## config.mk

```make
export PLATFORM = sky130hd
export DESIGN_NAME = slotva_ctrl
export DESIGN_NICKNAME = d
export VERILOG_FILES = /design/src/hdl/assert_macros.svh /design/src/hdl/slotva_pkg.sv /design/src/hdl/slotva_ctrl.sv
export SDC_FILE = /design/constraint.sdc
export NUM_CORES = 1
export LEC_CHECK = 0
export ABC_AREA = 1
export BUFFER_PORTS_ARGS = -buffer_cell sky130_fd_sc_hd__buf_2
export CORE_AREA = 3 3 40 42
export DETAILED_ROUTE_END_ITERATION = 7
export DIE_AREA = 0 0 43 45
export PLACE_DENSITY = 0.39
export SYNTH_ARGS = -nofsm -noshare
export SYNTH_HDL_FRONTEND = slang
export SYNTH_SLANG_ARGS = --single-unit
```

## constraint.sdc

```tcl
create_clock -name clk -period 1.5 [get_ports clk]
set_clock_uncertainty 0.1 [all_clocks]
set_input_delay 0.3 -clock clk [delete_from_list [all_inputs] [get_ports clk]]
set_output_delay 0.3 -clock clk [all_outputs]
set_load 0.005 [all_outputs]
```

## src/hdl/assert_macros.svh

```systemverilog
// ----------------------------------------------------------------------------
// Assertion macros
// Clocked on clk, disabled while rst is high. Define ASSERT_OFF to drop them.
// ----------------------------------------------------------------------------
`ifndef ASSERT_MACROS_SVH
`define ASSERT_MACROS_SVH
`ifndef ASSERT_OFF
// property must hold at every edge out of reset
`define ASSERT_PROP(lbl, prop) \
  lbl: assert property (@(posedge clk) disable iff (rst) (prop)) \
    else $error("assertion failed");
// condition must never be seen out of reset
`define ASSERT_NEVER(lbl, cond) \
  lbl: assert property (@(posedge clk) disable iff (rst) !(cond)) \
    else $error("assertion failed");
`else
`define ASSERT_PROP(lbl, prop)
`define ASSERT_NEVER(lbl, cond)
`endif
`endif

```

## src/hdl/slotva_pkg.sv

```systemverilog
// ----------------------------------------------------------------------------
// slotva_pkg
// Shared widths, codes and controller/datapath interface types.
// ----------------------------------------------------------------------------
package slotva_pkg;

  localparam int SLOTS_DEFAULT = 256;

  localparam int SLOT_IN_W = 8;
  localparam int STATE_W   = 2;
  localparam int AGE_W     = 32;
  localparam int IN_DATA_W = 48;   // 8 + 2 + 32 bits, padded to bytes
  localparam int OUT_SEL_W = 3;
  localparam int CAP_W     = 9;
  localparam int CFG_IDX_W = 4;

  localparam logic [CAP_W-1:0] CAP_RESET = 9'd256;

  // register indexes
  localparam logic [CFG_IDX_W-1:0] REG_CAPACITY = 4'd0;
  localparam logic [CFG_IDX_W-1:0] REG_RECYCLE  = 4'd1;

  // slot state codes
  localparam logic [STATE_W-1:0] ST_DEAD     = 2'd0;
  localparam logic [STATE_W-1:0] ST_SLEEPING = 2'd2;

  typedef enum logic [OUT_SEL_W-1:0] {
    OUT_APPENDED = 3'd0,
    OUT_RECYCLED = 3'd1,
    OUT_CLIPPED  = 3'd2,
    OUT_WRITTEN  = 3'd3,
    OUT_IGNORED  = 3'd4
  } outcome_t;

  typedef struct packed {
    logic load;        // latch the accepted request
    logic scan_start;  // begin a victim search
    logic commit;      // write the table and load the result register
  } dp_cmd_t;

  typedef struct packed {
    outcome_t kind;    // what the latched request will do
    logic     scan_done;
    logic     out_free;
  } dp_stat_t;

endpackage

```

## src/hdl/slotva_ctrl.sv

```systemverilog
// ----------------------------------------------------------------------------
// slotva_ctrl
// Request sequencer: accept, classify, optional victim scan, commit.
// ----------------------------------------------------------------------------
module slotva_ctrl (
  input  logic                clk,
  input  logic                rst,
  input  logic                in_valid,
  output logic                in_ready,
  input  slotva_pkg::dp_stat_t stat,
  output slotva_pkg::dp_cmd_t  cmd
);
  import slotva_pkg::*;

  typedef enum logic [1:0] {
    S_IDLE,
    S_DECIDE,
    S_SCAN,
    S_FINISH
  } state_t;

  state_t state;

  always_ff @(posedge clk) begin
    if (rst) begin
      state <= S_IDLE;
    end else begin
      case (state)
        S_IDLE: begin
          if (in_valid) state <= S_DECIDE;
        end
        S_DECIDE: begin
          if (stat.kind == OUT_RECYCLED) state <= S_SCAN;
          else state <= S_FINISH;
        end
        S_SCAN: begin
          if (stat.scan_done) state <= S_FINISH;
        end
        S_FINISH: begin
          // hold until the result register can take the request's result
          if (stat.out_free) state <= S_IDLE;
        end
        default: state <= S_IDLE;
      endcase
    end
  end

  assign in_ready       = (state == S_IDLE) && !rst;
  assign cmd.load       = in_ready && in_valid;
  assign cmd.scan_start = (state == S_DECIDE) && (stat.kind == OUT_RECYCLED);
  assign cmd.commit     = (state == S_FINISH) && stat.out_free;

endmodule

```

# Word-level counts from Yosys, hierarchy flattened
# Index checks and enable logic that the tools add are counted.
[totals] in_bits=8 ff_bits=2 elab_cells=20
[classes] mux=5 eq_ne=7 n_reduce_logical=7
[op_table] cell="$pmux W2 S4" count=1
[op_table] cell="$mux W2" count=3
[op_table] cell="$ne A2 B2 Y1 const B" count=3
[op_table] cell="$eq A2 B2 Y1 const B" count=2
[op_table] cell="$logic_and A1 B1 Y1" count=4
[op_table] cell="$eq A3 B1 Y1 const B" count=1
[op_table] cell="$reduce_and A3 Y1" count=1
[op_table] cell="$eq A2 B1 Y1 const B" count=1
[op_table] cell="$logic_not A2 Y1" count=1
[op_table] cell="$logic_not A1 Y1" count=1
[op_table] cell="$mux W1" count=1

# Depth between registers and ports, before layout
# Gate-level depths: netlist (run 1).
[logic_depth] ltp_word=3 ltp_mapped=8

# Worst setup path before layout (run 1)
# No wires, ideal clock.
[synth_path] path_type="register to register" start="reg state[0]" end="reg state[0]" setup_ns=0.115 arrival_time_ns=1.055 setup_slack_ns=0.230 stages_incl_launch_ff=9 synth_period_minus_slack_ns=1.270 t_required_ns=1.285 path_cell_list="dfxtp_1 inv_1 ha_1 inv_1 nor2_4 nor2_4 nand2_1 nand2_1 a21oi_2"
[synth_via] elab_chain_cells=3
[synth_rtl] item="from (decl)" line="slotva_ctrl.sv:22" rtl="state_t state;"
[synth_rtl] item="from (signal assigned)" line="slotva_ctrl.sv:26" rtl="state <= S_IDLE;"
[synth_rtl] item="from (signal assigned)" line="slotva_ctrl.sv:30" rtl="if (in_valid) state <= S_DECIDE;"
[synth_rtl] item="from (signal assigned)" line="slotva_ctrl.sv:33" rtl="if (stat.kind == OUT_RECYCLED) state <= S_SCAN;"
[synth_rtl] item="$eq A2 B2 Y1 or $logic_not A2 Y1 (tied branches)" line="slotva_ctrl.sv:28" rtl="case (state)"
[synth_rtl] item="$ne A2 B2 Y1 (no source line)"
[synth_rtl] item="$reduce_and A3 Y1 (no source line)"
# Several ways; a longest one is shown, not always the timed one.
# A chain may end at the register's enable or synchronous reset.

==> results of run 1 <==
worst min path at each step:
stage	to	depth (start not counted)
6_report	state[0]$_SDFFE_PP0P_	2
5_1_grt	state[0]$_SDFFE_PP0P_	2
2_1_floorplan	state[0]$_SDFFE_PP0P_	1
3_5_place_dp	state[0]$_SDFFE_PP0P_	2
4_1_cts	state[0]$_SDFFE_PP0P_	2
3_3_place_gp	state[0]$_SDFFE_PP0P_	2
repair_timing:
action                     4_1_cts  5_1_grt
gates resized for setup          6        4
buffers inserted                 1        0
setup endpoints to repair        3        3
cloned                           0        0
per-stage QoR:
| stage | setup slack, ps | hold slack [ps] | power [mW] |
|---|---|---|---|
| floorplan | 230 | 262 | 0.386 |
| global placement | 127 | 403 | 0.477 |
| detailed placement | 128 | 398 | 0.465 |
| CTS | 10.5 | 159 | 0.636 |
| global route | -40.8 | 157 | 0.737 |
| finish | 24.0 | 161 | 0.658 |
cells in the final DEF, fill, tap and decap left out, types with 2 or more instances in the layout:
cell | netlist | routed
dfxtp_4 | 0 | 2
buf_2 | 0 | 11
clkbuf_4 | 0 | 3
nor2_1 | 4 | 4
nand2_2 | 2 | 2
inv_2 | 0 | 3
ha_1 | 5 | 3
inv_1 | 9 | 6
nor2_4 | 2 | 2
nand2_1 | 5 | 5
ha_2 | 0 | 2
cell type report:
cell class	instances	share of cell area
inverters	9	0.0922
repair buffers	12	0.181
multi-input cells	24	0.485
flip-flops and latches	2	0.130
clock buffers	3	0.0614
well taps	15	0.0512
layer usage:
layer	vias up	global-route usage	share of wire
met5	-	0	0
met4	0	0	0
li1	135	-	-
met2	13	0.105	0.45
met3	0	0.0398	0.12
met1	98	0.0670	0.43
power groups by stage:
stage          Combinational (mW)  Clock, mW  Sequential, mW
5_1_grt                     0.462      0.132           0.142
4_1_cts                     0.390      0.123           0.124
3_5_place_dp                0.349          0           0.116
3_3_place_gp                0.358          0           0.118
2_1_floorplan               0.278          0           0.107
6_report                    0.401      0.119           0.138
worst max-delay path, stage by stage (launching register included):
cell     delay (ps)
dfxtp_4         350
inv_2            50
ha_2            170
and3_1          150
buf_2           120
cells by family after synthesis:
family                   share of synthesized area
adder cells (fa/ha/maj)                      0.254
flip-flops                                   0.162
AO/OA/AOI/OAI                               0.0914
buffers and inverters                        0.137
AND/OR/NAND/NOR                              0.355
==> qor.yml, run 1 <==
run_status:
  status: "complete, no violations"
power:
  p_leak_nw: 0.208
  sw_frac_of_total: 0.430
  power_density_nw_per_um2: 1790
  power_switching_mw: 0.283
  p_seq_frac: 0.209
  peakVddDrop_uv: 326
  pwr-share-comb: 0.610
  pwr-share-clk: 0.180
  power.internal_mw: 0.375
synthesis:
  synth_largest_area_cell: "ha_1"
  syn_inst: 35
  synthArstFlopShare: 0
  synthTopCellsByArea: "ha_1 (25%), dfxtp_1 (16%), inv_1 (14%), nor2_4 (9.1%), nand2_1 (7.6%)"
  ys.flop_type: "dfxtp_1"
  synthMostInstantiatedCell: "inv_1"
  yosys-top-cells-count: "inv_1 (9), ha_1 (5), nand2_1 (5), nor2_1 (4)"
  synth.net_count: 48
  ys_seq_area_frac: 0.162
  synth_cell_types: 13
  synth_edf_count: 0
  yosysWarnings: 0
  yosys.area.top_type_share: 0.254
  netlist_area_um2: 246
  synth_seq_cells: 2
  syn_area_per_cell_um2: 7.04
clock_tree:
  clk_latency_ps: 230
  path_clk_slew_ps: 30
  hold_buffers: 0
  clock-root-buffer: "clkbuf_4"
  cts_sinks: 2
  tritoncts: "built"
  clk_path_buf_depth: 2
  cts_max_level: 1
  numCtsBuffers: 3
finish:
  final_core_util: 0.285
  syn2layout_area_growth_pct: 48.7
  fin_area_um2: 367
  largest_reg_flops: 2
  final_nets: 65
  multi_input_area_um2: 178
  final_cell_count_no_fill: 65
  ff_latch_area_um2: 47.5
  reg_top3: "state x2"
  top_register: "state"
  n_fill_cell: 150
  antenna_cells: 0
  drive_gt1_frac: 0.560
floorplan:
  die_h_um: 45
  die_w_um: 43
  io_pins: 12
  core_um2: 1280
  initial_utilization: 0.192
  core.rowCount: 13
  die_area_um2: 1940
sta:
  fin_crit_sh: 0.984
  fin_crit_ps: 1480
  setup-violations-final: 0
  hold_viol_final: 0
  slew_headroom: 0.891
  fmax_mhz: 678
  rsz0062_at_grt: "yes"
  tightest_slew_ps: 162
  slew_viol_final: 0
  fin_setup_tns_ps: 0
setup_path:
  worstPathArrival_ps: 1080
  rr_startpoint: "state[1]$_SDFFE_PP0P_"
  start_kind: "register"
  ff2ff_path_depth: 7
  r2r_slack_ps: 260
  crit_type: "register to primary output"
  cp-startpoint: "state[1]$_SDFFE_PP0P_"
  critPathMaxFanout: 4
  required_ps: 1100
  cp-endpoint: "cmd[2]"
  crit_path_end_kind: "primary output"
  reg2reg_to: "state[1]$_SDFFE_PP0P_"
global_route:
  grt_pass1_vias: 248
  grt_max_degree: 5
  track_usage: 0.0606
  grt_overflow: 0
  antenna_found_initial: 0
  grt_pass1_wl_um: 897
worst_hold_path:
  hp-start: "rst"
  hold_class: "primary input to register"
detailed_routing:
  drc: 0
  drtAntennaViolNets: 0
  first_pass_iters: 2
  num_vias: 246
  viasPerCell: 3.78
  routedWlPerCell_um: 8.28
  drt_iter0_markers: 1
  wirelength_um: 538
placed_design:
  dp_hpwl_um: 400
  dpl_cell_area_um2: 320
  gp_congestion: 0.663
  port_buffers: 11
  place_inst: 61
job:
  drv_cap: 0
Power figures use the tool's default switching activity.
==> run 2: changes to the inputs <==
--- a/config.mk
+++ b/config.mk
@@ -5,12 +5,13 @@
 export SDC_FILE = /design/constraint.sdc
 export NUM_CORES = 1
 export LEC_CHECK = 0
-export ABC_AREA = 1
+export ABC_AREA = 0
 export BUFFER_PORTS_ARGS = -buffer_cell sky130_fd_sc_hd__buf_2
 export CORE_AREA = 3 3 40 42
 export DETAILED_ROUTE_END_ITERATION = 7
 export DIE_AREA = 0 0 43 45
-export PLACE_DENSITY = 0.39
+export PLACE_DENSITY = 0.4
+export SLEW_MARGIN = 10
 export SYNTH_ARGS = -nofsm -noshare
 export SYNTH_HDL_FRONTEND = slang
 export SYNTH_SLANG_ARGS = --single-unit
==> qor.yml, run 2 <==
run_status:
  status: "finished, violations left"
  failed_checks: "negative setup slack"
finish:
  largest_reg_flops: 2
  final_nets: 63
  reg_top3: "state x2"
  antenna_cells: 0
  n_fill_cell: 141
  drive_gt1_frac: 0.792
  top_register: "state"
  final_common_cell: "buf_2"
  final_cell_mix: "buf_2 (10), buf_4 (6), nor2b_4 (4)"
  syn2layout_area_growth_pct: 89.9
synthesis:
  yosys.area_share.simple: 0.314
  synth_seq_cells: 2
  synth_top_family_by_area: "simple AND/OR/NAND/NOR gates"
  synth_largest_area_cell: "ha_1"
  synth.net_count: 39
  ys.flop_type: "dfxtp_1"
  syn_inst: 26
  synth_xor_area_frac: 0
  netlist_area_um2: 259
  synthMuxAreaShare: 0
  synth_edf_count: 0
  ys_seq_area_frac: 0.155
  syn_area_per_cell_um2: 9.96
  yosys.area.top_type_share: 0.242
  synthMostInstantiatedCell: "ha_1"
  synth_fa_ha_area_frac: 0.242
  synthArstFlopShare: 0
  yosys-top-cells-count: "ha_1 (5), inv_1 (4)"
  synth_cell_types: 14
  synthTopCellsByArea: "ha_1 (24%), dfxtp_1 (15%), a2111oi_4 (11%), nor2b_4 (11%), inv_1 (5.8%)"
  synth-compound-area-share: 0.232
  yosysWarnings: 0
detailed_routing:
  wirelength_um: 733
  drtAntennaViolNets: 0
  viasPerCell: 4.25
  num_vias: 268
  routedWlPerCell_um: 11.6
  drc: 0
  drt_iter0_markers: 1
  first_pass_iters: 2
floorplan:
  die_h_um: 45
  core.rowCount: 13
  initial_utilization: 0.202
  core_um2: 1280
  die_area_um2: 1940
  die_w_um: 43
  io_pins: 12
sta:
  tightest_slew_ps: 300
  finalWorstSetupSlack_ps: -30.2
  rsz0062_at_grt: "yes"
  holdWs_ps: 197
  slew_viol_final: 0
  hold_viol_final: 0
  fmax_mhz: 654
  fin_crit_sh: 1.02
  setup-violations-final: 3
  fin_crit_ps: 1530
  slew_headroom: 0.798
power:
  peakVddDrop_uv: 529
  p_leak_nw: 0.234
  power_density_nw_per_um2: 1800
setup_path:
  critPathMaxFanout: 4
  start_kind: "register"
  ff2ff_path_depth: 5
  reg2reg_to: "state[1]$_SDFFE_PP0P_"
  rr_startpoint: "state[0]$_SDFFE_PP0P_"
  crit_type: "register to primary output"
  cp-startpoint: "state[1]$_SDFFE_PP0P_"
  crit_path_end_kind: "primary output"
  r2r_slack_ps: -20
  worstPathArrival_ps: 1130
  required_ps: 1100
placed_design:
  port_buffers: 11
  dp_hpwl_um: 506
  gp_congestion: 0.755
  dp_slack_ps: -67.9
global_route:
  grt-busiest-layer: "met2"
  grt_pass1_vias: 296
  grt_overflow: 0
  grt_util_met2: 0.141
  grt_pass1_wl_um: 1110
  track_usage: 0.0748
  use_met3: 0.0319
  grt_use_met1: 0.0767
  grt_max_degree: 5
  antenna_found_initial: 0
worst_hold_path:
  hold_class: "primary input to register"
  hp-start: "rst"
  holdPathStages: 2
  hold_end: "state[1]$_SDFFE_PP0P_"
clock_tree:
  clock-root-buffer: "clkbuf_4"
  clk_latency_ps: 220
  cts_max_level: 1
  cts_sinks: 2
  numCtsBuffers: 3
  clk_path_buf_depth: 2
  tritoncts: "built"
  path_clk_slew_ps: 30
job:
  drv_cap: 0
==> run 2: routing by layer <==
layer,vias to the layer above,share of wire
met3,0,0.044
li1,134,-
met4,0,0
met2,7,0.56
met5,-,0
met1,127,0.39
==> run 2: where the power goes <==
group	leakage [nW]	internal (mW)	switching [mW]
sequential	0.0178	0.0949	0.0397
clock	0.0138	0.0882	0.0298
combinational	0.202	0.391	0.243
==> run 2: how the worst max path moves through the flow <==
| stage | end | slack, ps | cells past startpoint |
|---|---|---|---|
| finish | cmd[2] | -30 | 5 |
| detailed placement | state[1]$_SDFFE_PP0P_ | -70 | 5 |
| global placement | state[1]$_SDFFE_PP0P_ | -70 | 5 |
| global route | state[1]$_SDFFE_PP0P_ | -70 | 5 |
| floorplan | state[1]$_SDFFE_PP0P_ | 0.6 | 5 |
| CTS | cmd[2] | -60 | 5 |
==> run 2: cell families (layout without fill, tap and decap cells) <==
family          count (synthesis)  in the layout
compound gates                  5              5
buf+inv                         4             26
simple gates                   10             10
fa+ha+maj                       5              5
flops                           2              2
==> run 2: worst max-delay path, stage by stage, from the launching register on <==
cell and delay (ps):
dfxtp_4 370, inv_4 40, ha_4 150, nor2b_4 120, and2_4 130, buf_6 100
==> run 2: cell type report <==
| cell class | count | area, µm² | share of cell area |
|---|---|---|---|
| Multi-Input combinational cell | 20 | 254 | 0.517 |
| Timing Repair Buffer | 19 | 129 | 0.262 |
| Sequential cell | 2 | 47.5 | 0.0967 |
| Clock buffer | 3 | 22.5 | 0.0458 |
| Inverter | 4 | 20.0 | 0.0407 |
| Tap cell | 15 | 18.8 | 0.0382 |
==> run 2: timing repair <==
item | in CTS | in global routing
pin swaps | 5 | 3
gates resized for setup | 13 | 6
setup endpoints to repair | 4 | 4
hold buffers | 0 | 0
buffers inserted | 2 | 1
==> run 2: per-stage QoR <==
step | power [mW] | util | TNS, ps | cells | cell area, µm²
after floorplan | 0.386 | - | 0 | 26 | 262
after global placement | 0.529 | 0.290 | -126 | 57 | 373
after detailed placement | 0.534 | 0.290 | -115 | 57 | 373
after CTS | 0.810 | 0.359 | -164 | 62 | 462
after global routing | 0.956 | 0.383 | -205 | 63 | 492
final | 0.886 | 0.383 | -69.7 | 63 | 492
==> run 3: changes to the inputs <==
--- a/config.mk
+++ b/config.mk
@@ -6,11 +6,11 @@
 export NUM_CORES = 1
 export LEC_CHECK = 0
 export ABC_AREA = 0
-export BUFFER_PORTS_ARGS = -buffer_cell sky130_fd_sc_hd__buf_2
 export CORE_AREA = 3 3 40 42
 export DETAILED_ROUTE_END_ITERATION = 7
 export DIE_AREA = 0 0 43 45
-export PLACE_DENSITY = 0.4
+export DONT_BUFFER_PORTS = 1
+export PLACE_DENSITY = 0.32
 export SLEW_MARGIN = 10
 export SYNTH_ARGS = -nofsm -noshare
 export SYNTH_HDL_FRONTEND = slang
==> qor.yml, run 3 (synthesis gave the netlist of run 2 again) <==
run_status:
  status: "finished, violations left"
  failed_checks: "negative setup slack"
sta:
  slew_headroom: 0.815
  finalWorstSetupSlack_ps: -6.36
  fin_setup_tns_ps: -9.28
  holdWs_ps: 30.7
  fin_crit_ps: 1510
  fin_crit_sh: 1.00
  tightest_slew_ps: 274
  rsz0062_at_grt: "yes"
  slew_viol_final: 0
  setup-violations-final: 2
  fmax_mhz: 664
  hold_viol_final: 0
floorplan:
  initial_utilization: 0.202
  core_um2: 1280
  die_h_um: 45
  die_area_um2: 1940
  io_pins: 12
  die_w_um: 43
  core.rowCount: 13
clock_tree:
  cts_sinks: 2
  numCtsBuffers: 3
  hold_buffers: 0
  path_clk_slew_ps: 30
  tritoncts: "built"
  clock-root-buffer: "clkbuf_4"
  clk_path_buf_depth: 2
  clk_latency_ps: 230
  cts_max_level: 1
setup_path:
  start_kind: "register"
  ff2ff_path_depth: 6
  slowest_delay_ps: 400
  cp_slowest_cell: "o41a_1"
  required_ps: 1530
  crit_type: "register to register"
  crit_path_end_kind: "register"
  worstPathArrival_ps: 1540
  critPathMaxFanout: 4
  worstPathCellList: "inv_4 > buf_6 > ha_4 > nor2_2 > o41a_1 > a311oi_1"
finish:
  final_core_util: 0.352
  final_nets: 52
  antenna_cells: 0
  syn2layout_area_growth_pct: 74.9
  drive_gt1_frac: 0.838
  final_cell_mix: "buf_4 (6), nor2b_4 (4), ha_4 (3), clkbuf_4 (3)"
  largest_reg_flops: 2
  final_common_cell: "buf_4"
  reg_top3: "state x2"
  top_register: "state"
detailed_routing:
  viasPerCell: 4.46
  num_vias: 232
  wirelength_um: 650
  drc: 0
  routedWlPerCell_um: 12.5
  drt_iter0_markers: 0
  drtAntennaViolNets: 0
  first_pass_iters: 1
power:
  peakVddDrop_uv: 576
  p_leak_nw: 0.182
  power_density_nw_per_um2: 1910
worst_hold_path:
  holdPathStages: 1
  hold_class: "primary input to register"
global_route:
  track_usage: 0.0790
  grt_pass1_wl_um: 1110
  grt_max_degree: 6
  antenna_found_initial: 0
  grt_overflow: 0
  grt_pass1_vias: 249
job:
  drv_cap: 0
placed_design:
  dp_hpwl_um: 499
  port_buffers: 0
  gp_congestion: 0.716
-- run 3: cell count changes in the layout (fill, tap and decap cells not counted), sizes merged --
cell  previous run  this run
buf             19         8
-- run 3: repair_timing --
action / 4_1_cts / 5_1_grt
pin swaps: 2 / 5
resized for setup: 10 / 13
setup endpoints to repair: 4 / 5
cloned: 0 / 0
hold endpoints to repair: 0 / 0
setup buffers: 1 / 1
-- run 3: layout make-up --
class | instances | area (µm²)
multi-input combinational | 20 | 277
timing repair buffer | 8 | 67.6
inverter | 4 | 20.0
tap | 15 | 18.8
fill | 135 | 832
clock buffer | 3 | 22.5
sequential | 2 | 47.5
-- run 3: final timing paths --
path / end / start / slack, ps
hold / removal: state[1]$_SDFFE_PP0P_ / rst / 30
setup reg to reg: state[0]$_SDFFE_PP0P_ / state[1]$_SDFFE_PP0P_ / -6
hold reg to reg: state[0]$_SDFFE_PP0P_ / state[0]$_SDFFE_PP0P_ / 500
setup / recovery: state[0]$_SDFFE_PP0P_ / state[1]$_SDFFE_PP0P_ / -6
-- run 3: critical path, delay by kind of cell, from the launching register on --
| family | cells | cell delay [ps] |
|---|---|---|
| AO/OA/AOI/OAI | 2 | 620 |
| adder cells (fa/ha/maj) | 1 | 130 |
| buffers and inverters | 2 | 170 |
| flip-flops | 1 | 350 |
| AND/OR/NAND/NOR | 1 | 30 |
-- run 3: through the flow --
stage | area, µm² | instances | total power, mW | worst slack [ps]
after floorplan | 262 | 26 | 0.386 | 0.552
after global placement | 333 | 48 | 0.535 | -72.6
final | 453 | 52 | 0.864 | -6.36
after detailed placement | 333 | 48 | 0.534 | -79.1
after CTS | 405 | 52 | 0.752 | -41.4
after global routing | 453 | 52 | 0.935 | -59.1
-- run 3: routing by layer --
layer | global-route usage | routed length (µm)
met5 | 0 | 0
met4 | 0.0542 | 17
met3 | 0.0159 | 34
met2 | 0.132 | 338
met1 | 0.0911 | 261
-- run 3: power by group --
| part | switching (mW) | internal, mW | leakage (nW) |
|---|---|---|---|
| logic | 0.234 | 0.373 | 0.151 |
| registers | 0.0425 | 0.0950 | 0.0178 |
| clock network | 0.0308 | 0.0882 | 0.0138 |
| total | 0.308 | 0.557 | 0.182 |
